===== src/rtl/ple_pkg.sv =====
package ple_pkg;

  localparam int PLE_CAPACITY = 64;
  localparam int VALUE_W      = 32;
  localparam int POS_W        = 8;
  localparam int COUNT_W      = 7;

  typedef enum logic [2:0] {
    CMD_INS_FRONT = 3'd0,
    CMD_INS_BACK  = 3'd1,
    CMD_DEL_FRONT = 3'd2,
    CMD_DEL_BACK  = 3'd3,
    CMD_INS_AT    = 3'd4,
    CMD_DEL_AT    = 3'd5
  } cmd_t;

  typedef enum logic [1:0] {
    ST_DONE  = 2'd0,
    ST_EMPTY = 2'd1,
    ST_RANGE = 2'd2,
    ST_FULL  = 2'd3
  } status_t;

  typedef enum logic [3:0] {
    S_IDLE,
    S_WSTART,
    S_WALK,
    S_ALLOC,
    S_ILINK1,
    S_ILINK2,
    S_DREAD,
    S_DLINK1,
    S_DLINK2,
    S_RESP
  } state_t;

  // controller to datapath
  typedef struct packed {
    logic capture;
    logic walk_start;
    logic walk_step;
    logic alloc_read;
    logic ins_link1;
    logic ins_link2;
    logic del_read;
    logic del_link1;
    logic del_link2;
    logic resp_load;
  } dp_cmd_t;

  // datapath to controller
  typedef struct packed {
    logic dec_ok;
    logic dec_ins;
    logic dec_walk;
    logic op_ins;
    logic walk_last;
    logic out_free;
  } dp_stat_t;

endpackage


===== src/rtl/ple_ctrl.sv =====
module ple_ctrl import ple_pkg::*; (
  input  logic     clk,
  input  logic     rst,
  input  logic     cmd_valid,
  output logic     cmd_stall,
  input  dp_stat_t stat,
  output dp_cmd_t  ctl
);

  state_t state, state_next;

  always_ff @(posedge clk) begin
    if (rst) begin
      state <= S_IDLE;
    end else begin
      state <= state_next;
    end
  end

  always_comb begin
    state_next = state;
    ctl        = '0;
    cmd_stall  = 1'b1;
    case (state)
      S_IDLE: begin
        cmd_stall = 1'b0;
        if (cmd_valid) begin
          ctl.capture = 1'b1;
          if (!stat.dec_ok) begin
            state_next = S_RESP;
          end else if (stat.dec_walk) begin
            state_next = S_WSTART;
          end else if (stat.dec_ins) begin
            state_next = S_ALLOC;
          end else begin
            state_next = S_DREAD;
          end
        end
      end
      S_WSTART: begin
        ctl.walk_start = 1'b1;
        state_next     = S_WALK;
      end
      S_WALK: begin
        ctl.walk_step = 1'b1;
        if (stat.walk_last) begin
          state_next = stat.op_ins ? S_ALLOC : S_DREAD;
        end
      end
      S_ALLOC: begin
        ctl.alloc_read = 1'b1;
        state_next     = S_ILINK1;
      end
      S_ILINK1: begin
        ctl.ins_link1 = 1'b1;
        state_next    = S_ILINK2;
      end
      S_ILINK2: begin
        ctl.ins_link2 = 1'b1;
        state_next    = S_RESP;
      end
      S_DREAD: begin
        ctl.del_read = 1'b1;
        state_next   = S_DLINK1;
      end
      S_DLINK1: begin
        ctl.del_link1 = 1'b1;
        state_next    = S_DLINK2;
      end
      S_DLINK2: begin
        ctl.del_link2 = 1'b1;
        state_next    = S_RESP;
      end
      S_RESP: begin
        if (stat.out_free) begin
          ctl.resp_load = 1'b1;
          state_next    = S_IDLE;
        end
      end
      default: begin
        state_next = S_IDLE;
      end
    endcase
  end

endmodule


===== src/rtl/ple_datapath.sv =====
module ple_datapath import ple_pkg::*; #(
  parameter int CAPACITY = PLE_CAPACITY
) (
  input  logic                      clk,
  input  logic                      rst,
  input  logic [2:0]                cmd,
  input  logic signed [VALUE_W-1:0] item_value,
  input  logic [POS_W-1:0]          position,
  input  dp_cmd_t                   ctl,
  output dp_stat_t                  stat,
  output logic                      res_valid,
  input  logic                      res_stall,
  output logic [1:0]                status,
  output logic [COUNT_W-1:0]        element_count
);

  localparam int SW   = $clog2(CAPACITY + 1);
  localparam int SIDX = $clog2(CAPACITY);
  localparam int PW   = ((SW > POS_W) ? SW : POS_W) + 1;
  localparam logic [SW-1:0] NIL = SW'(CAPACITY);

  logic [SW-1:0]      nxt_mem [CAPACITY];
  logic [SW-1:0]      prv_mem [CAPACITY];
  logic [VALUE_W-1:0] elem_mem [CAPACITY];

  logic [SW-1:0]      head, tail, free_head, fill, count;
  logic [SW-1:0]      cur, slot, pv;
  logic [POS_W-1:0]   rem;
  logic               op_ins;
  status_t            op_status;
  logic [VALUE_W-1:0] value_q;
  logic [SW-1:0]      nxt_q, prv_q;

  logic [SW-1:0]      nxt_raddr, nxt_waddr, nxt_wdata;
  logic [SW-1:0]      prv_waddr, prv_wdata;
  logic               nxt_we, prv_we, elem_we;
  logic [SW-1:0]      s_new, pv_new;
  logic               use_free;
  logic               link_re;

  // command decode
  status_t          dec_status;
  logic             dec_ins, dec_walk;
  logic [SW-1:0]    dec_cur;
  logic [PW-1:0]    pos_x, cnt_x;
  logic             full, empty;
  logic [31:0]      cnt32;

  always_comb begin
    pos_x      = PW'(position);
    cnt_x      = PW'(count);
    full       = (count == NIL);
    empty      = (count == '0);
    dec_status = ST_DONE;
    dec_ins    = 1'b0;
    dec_walk   = 1'b0;
    dec_cur    = head;
    case (cmd)
      CMD_INS_FRONT: begin
        dec_ins = 1'b1;
        if (full) dec_status = ST_FULL;
      end
      CMD_INS_BACK: begin
        dec_ins = 1'b1;
        dec_cur = NIL;
        if (full) dec_status = ST_FULL;
      end
      CMD_DEL_FRONT: begin
        if (empty) dec_status = ST_EMPTY;
      end
      CMD_DEL_BACK: begin
        dec_cur = tail;
        if (empty) dec_status = ST_EMPTY;
      end
      CMD_INS_AT: begin
        dec_ins = 1'b1;
        if (pos_x == '0 || pos_x > cnt_x + PW'(1)) begin
          dec_status = ST_RANGE;
        end else if (full) begin
          dec_status = ST_FULL;
        end
        // appending after the last element needs no walk
        if (pos_x == cnt_x + PW'(1)) begin
          dec_cur = NIL;
        end else begin
          dec_walk = (pos_x > PW'(1));
        end
      end
      CMD_DEL_AT: begin
        if (empty) begin
          dec_status = ST_EMPTY;
        end else if (pos_x == '0 || pos_x > cnt_x) begin
          dec_status = ST_RANGE;
        end
        dec_walk = (pos_x > PW'(1));
      end
      default: begin
        dec_status = ST_RANGE;
      end
    endcase
  end

  assign use_free = (free_head != NIL);
  assign s_new    = use_free ? free_head : fill;
  assign pv_new   = (cur != NIL) ? prv_q : tail;

  assign stat.dec_ok    = (dec_status == ST_DONE);
  assign stat.dec_ins   = dec_ins;
  assign stat.dec_walk  = dec_walk;
  assign stat.op_ins    = op_ins;
  assign stat.walk_last = (rem == POS_W'(1));
  assign stat.out_free  = !res_valid || !res_stall;

  // link reads only in the steps that need them, held otherwise
  assign link_re = ctl.walk_start || ctl.walk_step || ctl.alloc_read || ctl.del_read;

  // read addresses: walking chases the registered forward link directly
  always_comb begin
    if (ctl.walk_step) begin
      nxt_raddr = nxt_q;
    end else if (ctl.alloc_read) begin
      nxt_raddr = free_head;
    end else begin
      nxt_raddr = cur;
    end
  end

  // write ports
  always_comb begin
    nxt_we    = 1'b0;
    nxt_waddr = cur;
    nxt_wdata = cur;
    prv_we    = 1'b0;
    prv_waddr = cur;
    prv_wdata = cur;
    elem_we   = 1'b0;
    if (ctl.ins_link1) begin
      nxt_we    = 1'b1;
      nxt_waddr = s_new;
      nxt_wdata = cur;
      prv_we    = 1'b1;
      prv_waddr = s_new;
      prv_wdata = pv_new;
      elem_we   = 1'b1;
    end else if (ctl.ins_link2) begin
      nxt_we    = (pv != NIL);
      nxt_waddr = pv;
      nxt_wdata = slot;
      prv_we    = (cur != NIL);
      prv_waddr = cur;
      prv_wdata = slot;
    end else if (ctl.del_link1) begin
      nxt_we    = (prv_q != NIL);
      nxt_waddr = prv_q;
      nxt_wdata = nxt_q;
      prv_we    = (nxt_q != NIL);
      prv_waddr = nxt_q;
      prv_wdata = prv_q;
    end else if (ctl.del_link2) begin
      nxt_we    = 1'b1;
      nxt_waddr = cur;
      nxt_wdata = free_head;
    end
  end

  always_ff @(posedge clk) begin
    if (nxt_we) nxt_mem[nxt_waddr[SIDX-1:0]] <= nxt_wdata;
    if (prv_we) prv_mem[prv_waddr[SIDX-1:0]] <= prv_wdata;
    if (elem_we) elem_mem[s_new[SIDX-1:0]] <= value_q;
    if (link_re) begin
      nxt_q <= nxt_mem[nxt_raddr[SIDX-1:0]];
      prv_q <= prv_mem[cur[SIDX-1:0]];
    end
  end

  // list pointers and counts
  always_ff @(posedge clk) begin
    if (rst) begin
      head      <= NIL;
      tail      <= NIL;
      free_head <= NIL;
      fill      <= '0;
      count     <= '0;
    end else begin
      if (ctl.ins_link1) begin
        // recycled slots first, then never-used ones
        if (use_free) begin
          free_head <= nxt_q;
        end else begin
          fill <= fill + SW'(1);
        end
      end
      if (ctl.ins_link2) begin
        if (pv == NIL) head <= slot;
        if (cur == NIL) tail <= slot;
        count <= count + SW'(1);
      end
      if (ctl.del_link1) begin
        if (prv_q == NIL) head <= nxt_q;
        if (nxt_q == NIL) tail <= prv_q;
      end
      if (ctl.del_link2) begin
        free_head <= cur;
        count     <= count - SW'(1);
      end
    end
  end

  // per-command working registers
  always_ff @(posedge clk) begin
    if (ctl.capture) begin
      op_status <= dec_status;
      op_ins    <= dec_ins;
      value_q   <= item_value;
      cur       <= dec_cur;
      rem       <= position - POS_W'(1);
    end
    if (ctl.walk_step) begin
      cur <= nxt_q;
      rem <= rem - POS_W'(1);
    end
    if (ctl.ins_link1) begin
      slot <= s_new;
      pv   <= pv_new;
    end
  end

  // result word
  assign cnt32 = 32'(count);

  always_ff @(posedge clk) begin
    if (rst) begin
      res_valid <= 1'b0;
    end else if (ctl.resp_load) begin
      res_valid <= 1'b1;
    end else if (!res_stall) begin
      res_valid <= 1'b0;
    end
  end

  always_ff @(posedge clk) begin
    if (ctl.resp_load) begin
      status        <= op_status;
      element_count <= cnt32[COUNT_W-1:0];
    end
  end

`ifndef NO_ASSERTIONS
  a_count_bound: assert property (@(posedge clk) disable iff (rst)
    count <= NIL && fill <= NIL)
    else $error("element count or fill beyond capacity");

  a_head_empty: assert property (@(posedge clk) disable iff (rst)
    ctl.resp_load |-> ((head == NIL) == (count == '0)))
    else $error("head link disagrees with element count");

  a_tail_empty: assert property (@(posedge clk) disable iff (rst)
    ctl.resp_load |-> ((tail == NIL) == (count == '0)))
    else $error("tail link disagrees with element count");

  a_walk_len: assert property (@(posedge clk) disable iff (rst)
    ctl.walk_step |-> (rem != '0 && cur != NIL))
    else $error("walk ran past its position");
`endif

endmodule


===== src/rtl/positional_list_engine_core.sv =====
// a rejected command goes straight to the response state, which waits until the output is free
// front or back insert or delete: allocate or read, then two link steps, then the response state
// positional commands above position one, other than an append, first walk the list, one link read per step
// a new command word is taken while the previous result word still waits
// synchronous reset empties the list at once; no memory clearing pass is needed
module positional_list_engine_core import ple_pkg::*; #(
  parameter int CAPACITY = PLE_CAPACITY
) (
  input  logic                      clk,
  input  logic                      rst,
  input  logic                      cmd_valid,
  output logic                      cmd_stall,
  input  logic [2:0]                cmd,
  input  logic signed [VALUE_W-1:0] item_value,
  input  logic [POS_W-1:0]          position,
  output logic                      res_valid,
  input  logic                      res_stall,
  output logic [1:0]                status,
  output logic [COUNT_W-1:0]        element_count
);

  dp_cmd_t  ctl;
  dp_stat_t stat;

  ple_ctrl u_ctrl (
    .clk       (clk),
    .rst       (rst),
    .cmd_valid (cmd_valid),
    .cmd_stall (cmd_stall),
    .stat      (stat),
    .ctl       (ctl)
  );

  ple_datapath #(
    .CAPACITY (CAPACITY)
  ) u_datapath (
    .clk           (clk),
    .rst           (rst),
    .cmd           (cmd),
    .item_value    (item_value),
    .position      (position),
    .ctl           (ctl),
    .stat          (stat),
    .res_valid     (res_valid),
    .res_stall     (res_stall),
    .status        (status),
    .element_count (element_count)
  );

endmodule

===== config.mk =====
export PLATFORM = sky130hd
export DESIGN_NAME = positional_list_engine_core
export DESIGN_NICKNAME = d
export VERILOG_FILES = /design/src/rtl/ple_pkg.sv /design/src/rtl/ple_ctrl.sv /design/src/rtl/ple_datapath.sv /design/src/rtl/positional_list_engine_core.sv
export SDC_FILE = /design/constraint.sdc
export NUM_CORES = 1
export LEC_CHECK = 0
export BUFFER_PORTS_ARGS = -buffer_cell sky130_fd_sc_hd__buf_2
export CELL_PAD_IN_SITES_DETAIL_PLACEMENT = 1
export CELL_PAD_IN_SITES_GLOBAL_PLACEMENT = 1
export CORE_UTILIZATION = 44
export DETAILED_ROUTE_END_ITERATION = 10
export HOLD_SLACK_MARGIN = 0.05
export PLACE_DENSITY = 0.84
export SYNTH_ARGS = -nofsm -noshare
export SYNTH_HDL_FRONTEND = slang
export SYNTH_SLANG_ARGS = --single-unit

===== constraint.sdc =====
create_clock -name clk -period 7.1 [get_ports clk]
set_input_delay 1.42 -clock clk [delete_from_list [all_inputs] [get_ports clk]]
set_output_delay 1.42 -clock clk [all_outputs]
set_load 0.005 [all_outputs]

==> results of run 1 <==
[worst max-delay path, delay by kind of cell (launching register included)]
kind,cells,cell delay (ns)
fa+ha+maj,1,0.27
simple gates,4,1.13
buf+inv,1,0.14
compound gates,2,0.31
flops,1,0.57
mux,2,0.64
[flip-flops by register name, indices dropped and copies added (netlist names)]
name                      count
u_datapath.op_status          2
u_ctrl.state                  4
u_datapath.op_ins             1
u_datapath.rem                8
u_datapath.element_count      7
u_datapath.status             2
u_datapath.count              7
u_datapath.res_valid          1
[cell usage after synthesis, types with 2 or more instances]
master | n | area share (%)
nand2_1 | 13 | 2.0
nor2b_1 | 3 | 0.75
xor2_1 | 6 | 2.1
nand3_1 | 9 | 1.8
and2_1 | 2 | 0.50
a211o_1 | 2 | 0.70
a31oi_1 | 2 | 0.50
o21ai_0 | 5 | 1.0
nor3b_1 | 3 | 0.91
or3_1 | 4 | 1.0
mux2i_1 | 2 | 0.81
o21ai_1 | 4 | 0.81
inv_1 | 13 | 2.0
ha_1 | 26 | 13
nor3_1 | 9 | 1.8
o31ai_1 | 3 | 0.91
dfxtp_1 | 12 | 9.7
nand4_1 | 2 | 0.50
nand2b_1 | 3 | 0.75
mux2_1 | 2 | 0.91
or4b_1 | 2 | 0.81
and4b_1 | 2 | 0.81
nor2_1 | 26 | 3.9
or2_1 | 3 | 0.75
or4_4 | 2 | 0.91
nor4_1 | 5 | 1.3
or2_2 | 2 | 0.50
xnor2_1 | 13 | 4.6
a21o_1 | 5 | 1.5
a211oi_1 | 2 | 0.60
clkbuf_1 | 6 | 0.91
a21oi_1 | 20 | 4.0
o31ai_2 | 2 | 1.0
o211ai_1 | 3 | 0.91
inv_2 | 5 | 0.75
and3_1 | 2 | 0.50
edfxtp_1 | 20 | 24
buf_6 | 3 | 1.4
[per-stage QoR]
step / hold slack [ns] / total power [mW] / cells / setup slack [ns]
3_3_place_gp: 0.403 / 0.733 / 358 / 3.80
6_report: 0.425 / 0.960 / 366 / 3.91
4_1_cts: 0.429 / 0.964 / 366 / 3.92
5_1_grt: 0.440 / 1.03 / 366 / 3.70
2_1_floorplan: 0.400 / 0.660 / 271 / 4.07
3_5_place_dp: 0.418 / 0.761 / 358 / 3.76
[power groups by stage]
| stage | Sequential [mW] | Clock, mW | Combinational (mW) |
|---|---|---|---|
| final | 0.349 | 0.197 | 0.414 |
| after global routing | 0.359 | 0.204 | 0.467 |
| after CTS | 0.349 | 0.199 | 0.416 |
| after detailed placement | 0.353 | 0 | 0.409 |
| after global placement | 0.344 | 0 | 0.389 |
| after floorplan | 0.309 | 0 | 0.350 |
[metal layers]
layer | part of all wire (%) | wire [microns] | vias to the layer above | track usage, %
li1 | - | - | 1037 | -
met1 | 43 | 2750 | 1038 | 25.8
met4 | 2.5 | 162 | 0 | 10.4
met3 | 2.1 | 136 | 14 | 3.69
met5 | 0 | 0 | - | 0
met2 | 52 | 3300 | 28 | 42.0
[worst paths after layout]
kind / slack (ns) / cells past startpoint / endpoint / from
worst max-delay path: 3.91 / 10 / u_datapath.count[6]$_SDFFE_PP0N_ / u_ctrl.state[3]$_SDFFE_PP0P_
worst min-delay path: 0.43 / 0 / u_datapath.status[0]$_DFFE_PP_ / u_datapath.op_status[0]$_DFFE_PP_
worst max register to register: 3.91 / 10 / u_datapath.count[6]$_SDFFE_PP0N_ / u_ctrl.state[3]$_SDFFE_PP0P_
worst min register to register: 0.43 / 0 / u_datapath.status[0]$_DFFE_PP_ / u_datapath.op_status[0]$_DFFE_PP_
[placed cells by master, fill, tap and decap left out, types with 2 or more instances in the layout]
| cell | count |
|---|---|
| nor2_1 | 26 |
| ha_1 | 26 |
| buf_2 | 25 |
| a21oi_1 | 20 |
| edfxtp_1 | 20 |
| inv_1 | 13 |
| xnor2_1 | 13 |
| nand2_1 | 13 |
| dfxtp_1 | 12 |
| nand3_1 | 9 |
| nor3_1 | 9 |
| clkbuf_8 | 7 |
| xor2_1 | 6 |
| inv_2 | 5 |
| nor4_1 | 5 |
| o21ai_0 | 5 |
| a21o_1 | 5 |
| o21ai_1 | 4 |
| or3_1 | 4 |
| or2_1 | 3 |
| nand2b_1 | 3 |
| nor3b_1 | 3 |
| o211ai_1 | 3 |
| o31ai_1 | 3 |
| nor2b_1 | 3 |
| and3_1 | 2 |
| a211o_1 | 2 |
| nand4_1 | 2 |
| a31oi_1 | 2 |
| or4_4 | 2 |
| or4b_1 | 2 |
| and2_1 | 2 |
| and4b_1 | 2 |
| a211oi_1 | 2 |
| mux2i_1 | 2 |
| or2_2 | 2 |
| o31ai_2 | 2 |
| mux2_1 | 2 |
[area by class of cell]
| class | count | area [sq um] | area share, % |
|---|---|---|---|
| clock buffers | 7 | 96.3 | 3.49 |
| clock inverters | 1 | 30.0 | 1.09 |
| inverters | 18 | 67.6 | 2.44 |
| multi-input cells | 211 | 1510 | 54.8 |
| flip-flops and latches | 32 | 841 | 30.4 |
| well taps | 72 | 90.1 | 3.26 |
| repair buffers | 25 | 125 | 4.53 |
[cell families after synthesis]
kind of cell	Yosys count	share of synthesized area [%]
AND/OR/NAND/NOR	100	22.0
AO/OA/AOI/OAI	61	16.6
flip-flops	32	33.8
buffers and inverters	28	5.28
adder cells (fa/ha/maj)	27	13.9
XOR/XNOR	19	6.69
multiplexers	4	1.71
==> flow_metrics.tcl, run 1 <==
set metrics [dict create \
    grt_max_degree 18 \
    ys_types 61 \
    synthCells 271 \
    postCtsHoldBufs 0 \
    rsz0062_at_grt "no" \
    worstMarginPinSlew_ns 0.955 \
    synth.cell_area_sq_mm 0.00249 \
    area_growth_pct 11.2 \
    maxCapViolCount 0 \
    max_freq_mhz 313 \
    cp_slowest_cell "dfxtp_1" \
    clock_power_share_pct 20.6 \
    wl_microns 6350 \
    drc 0 \
    ys_ff_latch 32 \
    wl_per_cell_microns 17.4 \
    synth_fp_nets 345 \
    seqPwrFrac_pct 36.4 \
    core_area_sq_mm 0.00547 \
    dieArea_sq_mm 0.00596 \
    clockBufferDepth 2 \
    fin_nets 367 \
    internal_power_mw 0.573 \
    gr-usage-all-layers_pct 23.0 \
    max_stage_delay_ns 0.57 \
    cellPowerDensity_mw_per_mm2 347 \
    maxSlewHeadroom_pct 36.3 \
    start_util_pct 45.4 \
    fin_skew_ns 0.00738 \
    synth_edf_count 20 \
    power_switching_mw 0.387 \
    cpMostUsedCell "mux2_1" \
    cts_setup_buffers 0 \
    vias_per_cell 5.78 \
    outcome "finished, final reports clean" \
    postSynth.topFlopCell "edfxtp_1" \
    die_h_microns 77.2 \
    cp_max_fo 12 \
    path_clk_slew_ns 0.07 \
    synth-async-reset-ratio_pct 0 \
    period_minus_slack_ns 3.19 \
    switching_share_pct 40.3 \
    rows 27 \
    die_w_microns 77.2 \
    startpoint_type "flop" \
    fin_crit_sh_pct 44.9 \
    detailed_place.area_sq_mm 0.00264 \
    combPwrFrac_pct 43.1 \
    root_buffer "clkbuf_8" \
    crit_type "reg -> reg" \
    routabilityCongestion 0.840 \
    grt_overflow 0 \
    hpwl_microns 4870 \
    nFillCells 678 \
    worstPathRequired_ns 7.28 \
    final_area_sq_mm 0.00276 \
    final.setup.tns_ns 0 \
    cts_resized 0 \
    cts_buffers 5 \
    post-route-util_pct 50.5 \
    antenna_found_initial 0 \
    synth_warnings 0 \
    cp.arrival_ns 3.37 \
    n_antenna_cell 0 \
    io_pins 58 \
    hold_viol 0 \
    numClockSinks 32 \
    io_buffers 25 \
    finalMaxSlewViolations 0 \
    leakagePower_nw 1.09 \
    dr_total_vias 2117 \
    ir_worst_vdd_mv 0.141 \
    tritoncts "done" \
    finalSetupViolCount 0 \
    drt_iter0_drc 64 \
    synth_area_per_cell_sq_um 9.17 \
    yosysSeqAreaShare_pct 33.8 \
    drive_gt1_share_pct 17.0 \
    grt_pass1_wl_microns 10800 \
    crit_chain "or3b_1 > or2_1 > inv_2 > ha_1 > nor2b_1 > nor3_1 > o21bai_1 > a21oi_1 > mux2_1 > mux2_1" \
    hold_path_class "reg -> reg" \
    clock_latency_ns 0.29 \
    cp-end-kind "flop" \
    dr.pass1.iters 4 \
    antenna_left 0 \
    grt_pass1_vias 2279 \
    cts_htree_levels 2 \
]
Note: power is estimated with default switching activity, not from simulation.
==> run 2, diff against run 1 <==
--- a/config.mk
+++ b/config.mk
@@ -8,10 +8,10 @@
 export BUFFER_PORTS_ARGS = -buffer_cell sky130_fd_sc_hd__buf_2
 export CELL_PAD_IN_SITES_DETAIL_PLACEMENT = 1
 export CELL_PAD_IN_SITES_GLOBAL_PLACEMENT = 1
-export CORE_UTILIZATION = 44
+export CORE_UTILIZATION = 41
 export DETAILED_ROUTE_END_ITERATION = 10
 export HOLD_SLACK_MARGIN = 0.05
-export PLACE_DENSITY = 0.84
+export PLACE_DENSITY = 0.79
 export SYNTH_ARGS = -nofsm -noshare
 export SYNTH_HDL_FRONTEND = slang
 export SYNTH_SLANG_ARGS = --single-unit
==> constraint.sdc (replaced) <==
create_clock -name clk -period 2.95 [get_ports clk]
set_input_delay 0.59 -clock clk [delete_from_list [all_inputs] [get_ports clk]]
set_output_delay 0.59 -clock clk [all_outputs]
set_load 0.005 [all_outputs]
==> run 2 against run 1 <==
  * First-iteration DRC count rose by 47%
  * Critical path depth unchanged
  * Final area is 3.8% higher
  * Register-to-register slack lost 3.8 ns
  * Worst hold slack lost 0.0019 ns
  * Critical endpoint unchanged
  * Largest power group unchanged
==> flow_metrics.tcl, run 2 (same netlist as run 1, synthesis figures left out) <==
set metrics [dict create \
    reg_top3 "u_datapath.rem x8, u_datapath.count x7, u_datapath.element_count x7" \
    hold_viol 0 \
    antenna_found_initial 0 \
    die_h_microns 79.9 \
    largest_reg_flops 8 \
    area_growth_pct 15.3 \
    maxCapViolCount 0 \
    regMostFlops "u_datapath.rem" \
    cp-end-kind "flop" \
    io_pins 58 \
    fin_nets 382 \
    grt_max_degree 18 \
    start_util_pct 43.8 \
    cts_buffers 5 \
    fin_crit_sh_pct 95.4 \
    wl_microns 6300 \
    maxSlewHeadroom_pct 40.2 \
    antenna_left 0 \
    crit_chain "or3b_1 > or2_1 > inv_2 > ha_1 > nor2b_1 > nor3_2 > o21bai_1 > a21oi_1 > mux2_1 > mux2_1" \
    max_freq_mhz 355 \
    gr-usage-all-layers_pct 21.1 \
    worstHoldEndpoint "u_datapath.status[1]$_DFFE_PP_" \
    worstMarginPinSlew_ns 0.897 \
    final.setup.tns_ns 0 \
    vias_per_cell 5.64 \
    place_ws_ns 0.0827 \
    numClockSinks 32 \
    hold_path.startpoint "u_datapath.op_status[1]$_DFFE_PP_" \
    outcome "finished, final reports clean" \
    routabilityCongestion 0.884 \
    startpoint_type "flop" \
    period_minus_slack_ns 2.81 \
    drive_gt1_share_pct 21.4 \
    rows 27 \
    grt_pass1_vias 2182 \
    reg2reg_depth 10 \
    r2r_start "u_ctrl.state[3]$_SDFFE_PP0P_" \
    holdPathStages 0 \
    final_cells 381 \
    hpwl_microns 4920 \
    root_buffer "clkbuf_8" \
    ir_worst_vdd_mv 0.398 \
    cp_num_buf_inv 1 \
    detailed_place.area_sq_mm 0.00275 \
    io_buffers 25 \
    r2r_end "u_datapath.count[6]$_SDFFE_PP0N_" \
    cpMostUsedCell "mux2_1" \
    cp_max_fo 6 \
    tritoncts "done" \
    n_antenna_cell 0 \
    fin_ws_ns 0.136 \
    hold_path_class "reg -> reg" \
    crit_type "reg -> reg" \
    dr_total_vias 2150 \
    cellPowerDensity_mw_per_mm2 815 \
    clockBufferDepth 2 \
    clock_latency_ns 0.29 \
    drt_iter0_drc 94 \
    dr.pass1.iters 4 \
    final_area_sq_mm 0.00287 \
    layout_common_cells "nor2_1 (26), ha_1 (26), buf_2 (25)" \
    drc 0 \
    wl_per_cell_microns 16.5 \
    cp_slowest_cell "or3b_1" \
    max_stage_delay_ns 0.39 \
    path_clk_slew_ns 0.07 \
    fin_skew_ns 0.00678 \
    grt_overflow 0 \
    grt_pass1_wl_microns 10300 \
    cp.arrival_ns 2.99 \
    reg2reg_setup_slack_ns 0.14 \
    dieArea_sq_mm 0.00638 \
    placedCellCount 373 \
    core_area_sq_mm 0.00568 \
    cts_setup_buffers 0 \
    leakagePower_nw 1.16 \
    cp_top_family "simple AND/OR/NAND/NOR gates" \
    die_w_microns 79.9 \
    rsz0062_at_grt "no" \
    worstPathRequired_ns 3.12 \
    finalSetupViolCount 0 \
    finalMaxSlewViolations 0 \
    post-route-util_pct 50.5 \
    cts_htree_levels 2 \
]
## run 2: cell count changes in the layout (fill, tap and decap cells not counted)
| cell | change |
|---|---|
| buf_4 | +15 |
| nor3_1 | -2 |
| nor3_2 | +2 |
| clkinv_2 | +1 |
| clkbuf_1 | +1 |
| clkbuf_8 | -2 |
## run 2: how the worst max path moves through the flow
stage                                             to  slack (ns)                         start  depth (start not counted)
finish              u_datapath.count[6]$_SDFFE_PP0N_        0.14  u_ctrl.state[3]$_SDFFE_PP0P_                         10
global placement    u_datapath.count[6]$_SDFFE_PP0N_        0.15  u_ctrl.state[0]$_SDFFE_PP0P_                         10
floorplan           u_datapath.count[6]$_SDFFE_PP0N_        0.26  u_ctrl.state[2]$_SDFFE_PP0P_                         11
detailed placement  u_datapath.count[6]$_SDFFE_PP0N_        0.08  u_ctrl.state[3]$_SDFFE_PP0P_                         10
CTS                 u_datapath.count[6]$_SDFFE_PP0N_        0.05  u_ctrl.state[3]$_SDFFE_PP0P_                         10
global route        u_datapath.count[6]$_SDFFE_PP0N_       0.001  u_ctrl.state[3]$_SDFFE_PP0P_                         10
## run 2: per-stage QoR
step                      hold WS, ns  power (mW)
after global placement          0.408        1.86
after floorplan                 0.400        1.59
final                           0.423        2.34
after CTS                       0.426        2.35
after detailed placement        0.409        1.92
after global routing            0.447        2.51
## run 2: layer usage
| metal | part of all wire, % | vias up | wire length (microns) | global-route usage [%] |
|---|---|---|---|---|
| met1 | 45 | 1052 | 2830 | 25.4 |
| met3 | 1.8 | 12 | 112 | 2.97 |
| met5 | 0 | - | 0 | 0 |
| li1 | - | 1061 | - | - |
| met2 | 51 | 25 | 3230 | 37.8 |
| met4 | 1.9 | 0 | 119 | 8.21 |
## run 2: final cells by class
| class | count | area [sq um] |
|---|---|---|
| fill | 678 | 2810 |
| multi-input combinational | 211 | 1520 |
| sequential | 32 | 841 |
| timing repair buffer | 40 | 238 |
| tap | 72 | 90.1 |
| clock buffer | 6 | 72.6 |
| inverter | 18 | 67.6 |
| clock inverter | 2 | 35.0 |
## run 2: what timing repair did
item / in CTS / in global routing
hold buffers: 0 / 0
endpoints found under the setup margin: 0 / 2
resized for setup: 0 / 2
## run 2: where the power goes
part / leakage (nW) / switching, mW / total, mW / internal (mW)
Sequential: 0.286 / 0.101 / 0.757 / 0.655
Clock: 0.0552 / 0.164 / 0.414 / 0.250
Combinational: 0.817 / 0.669 / 1.17 / 0.498
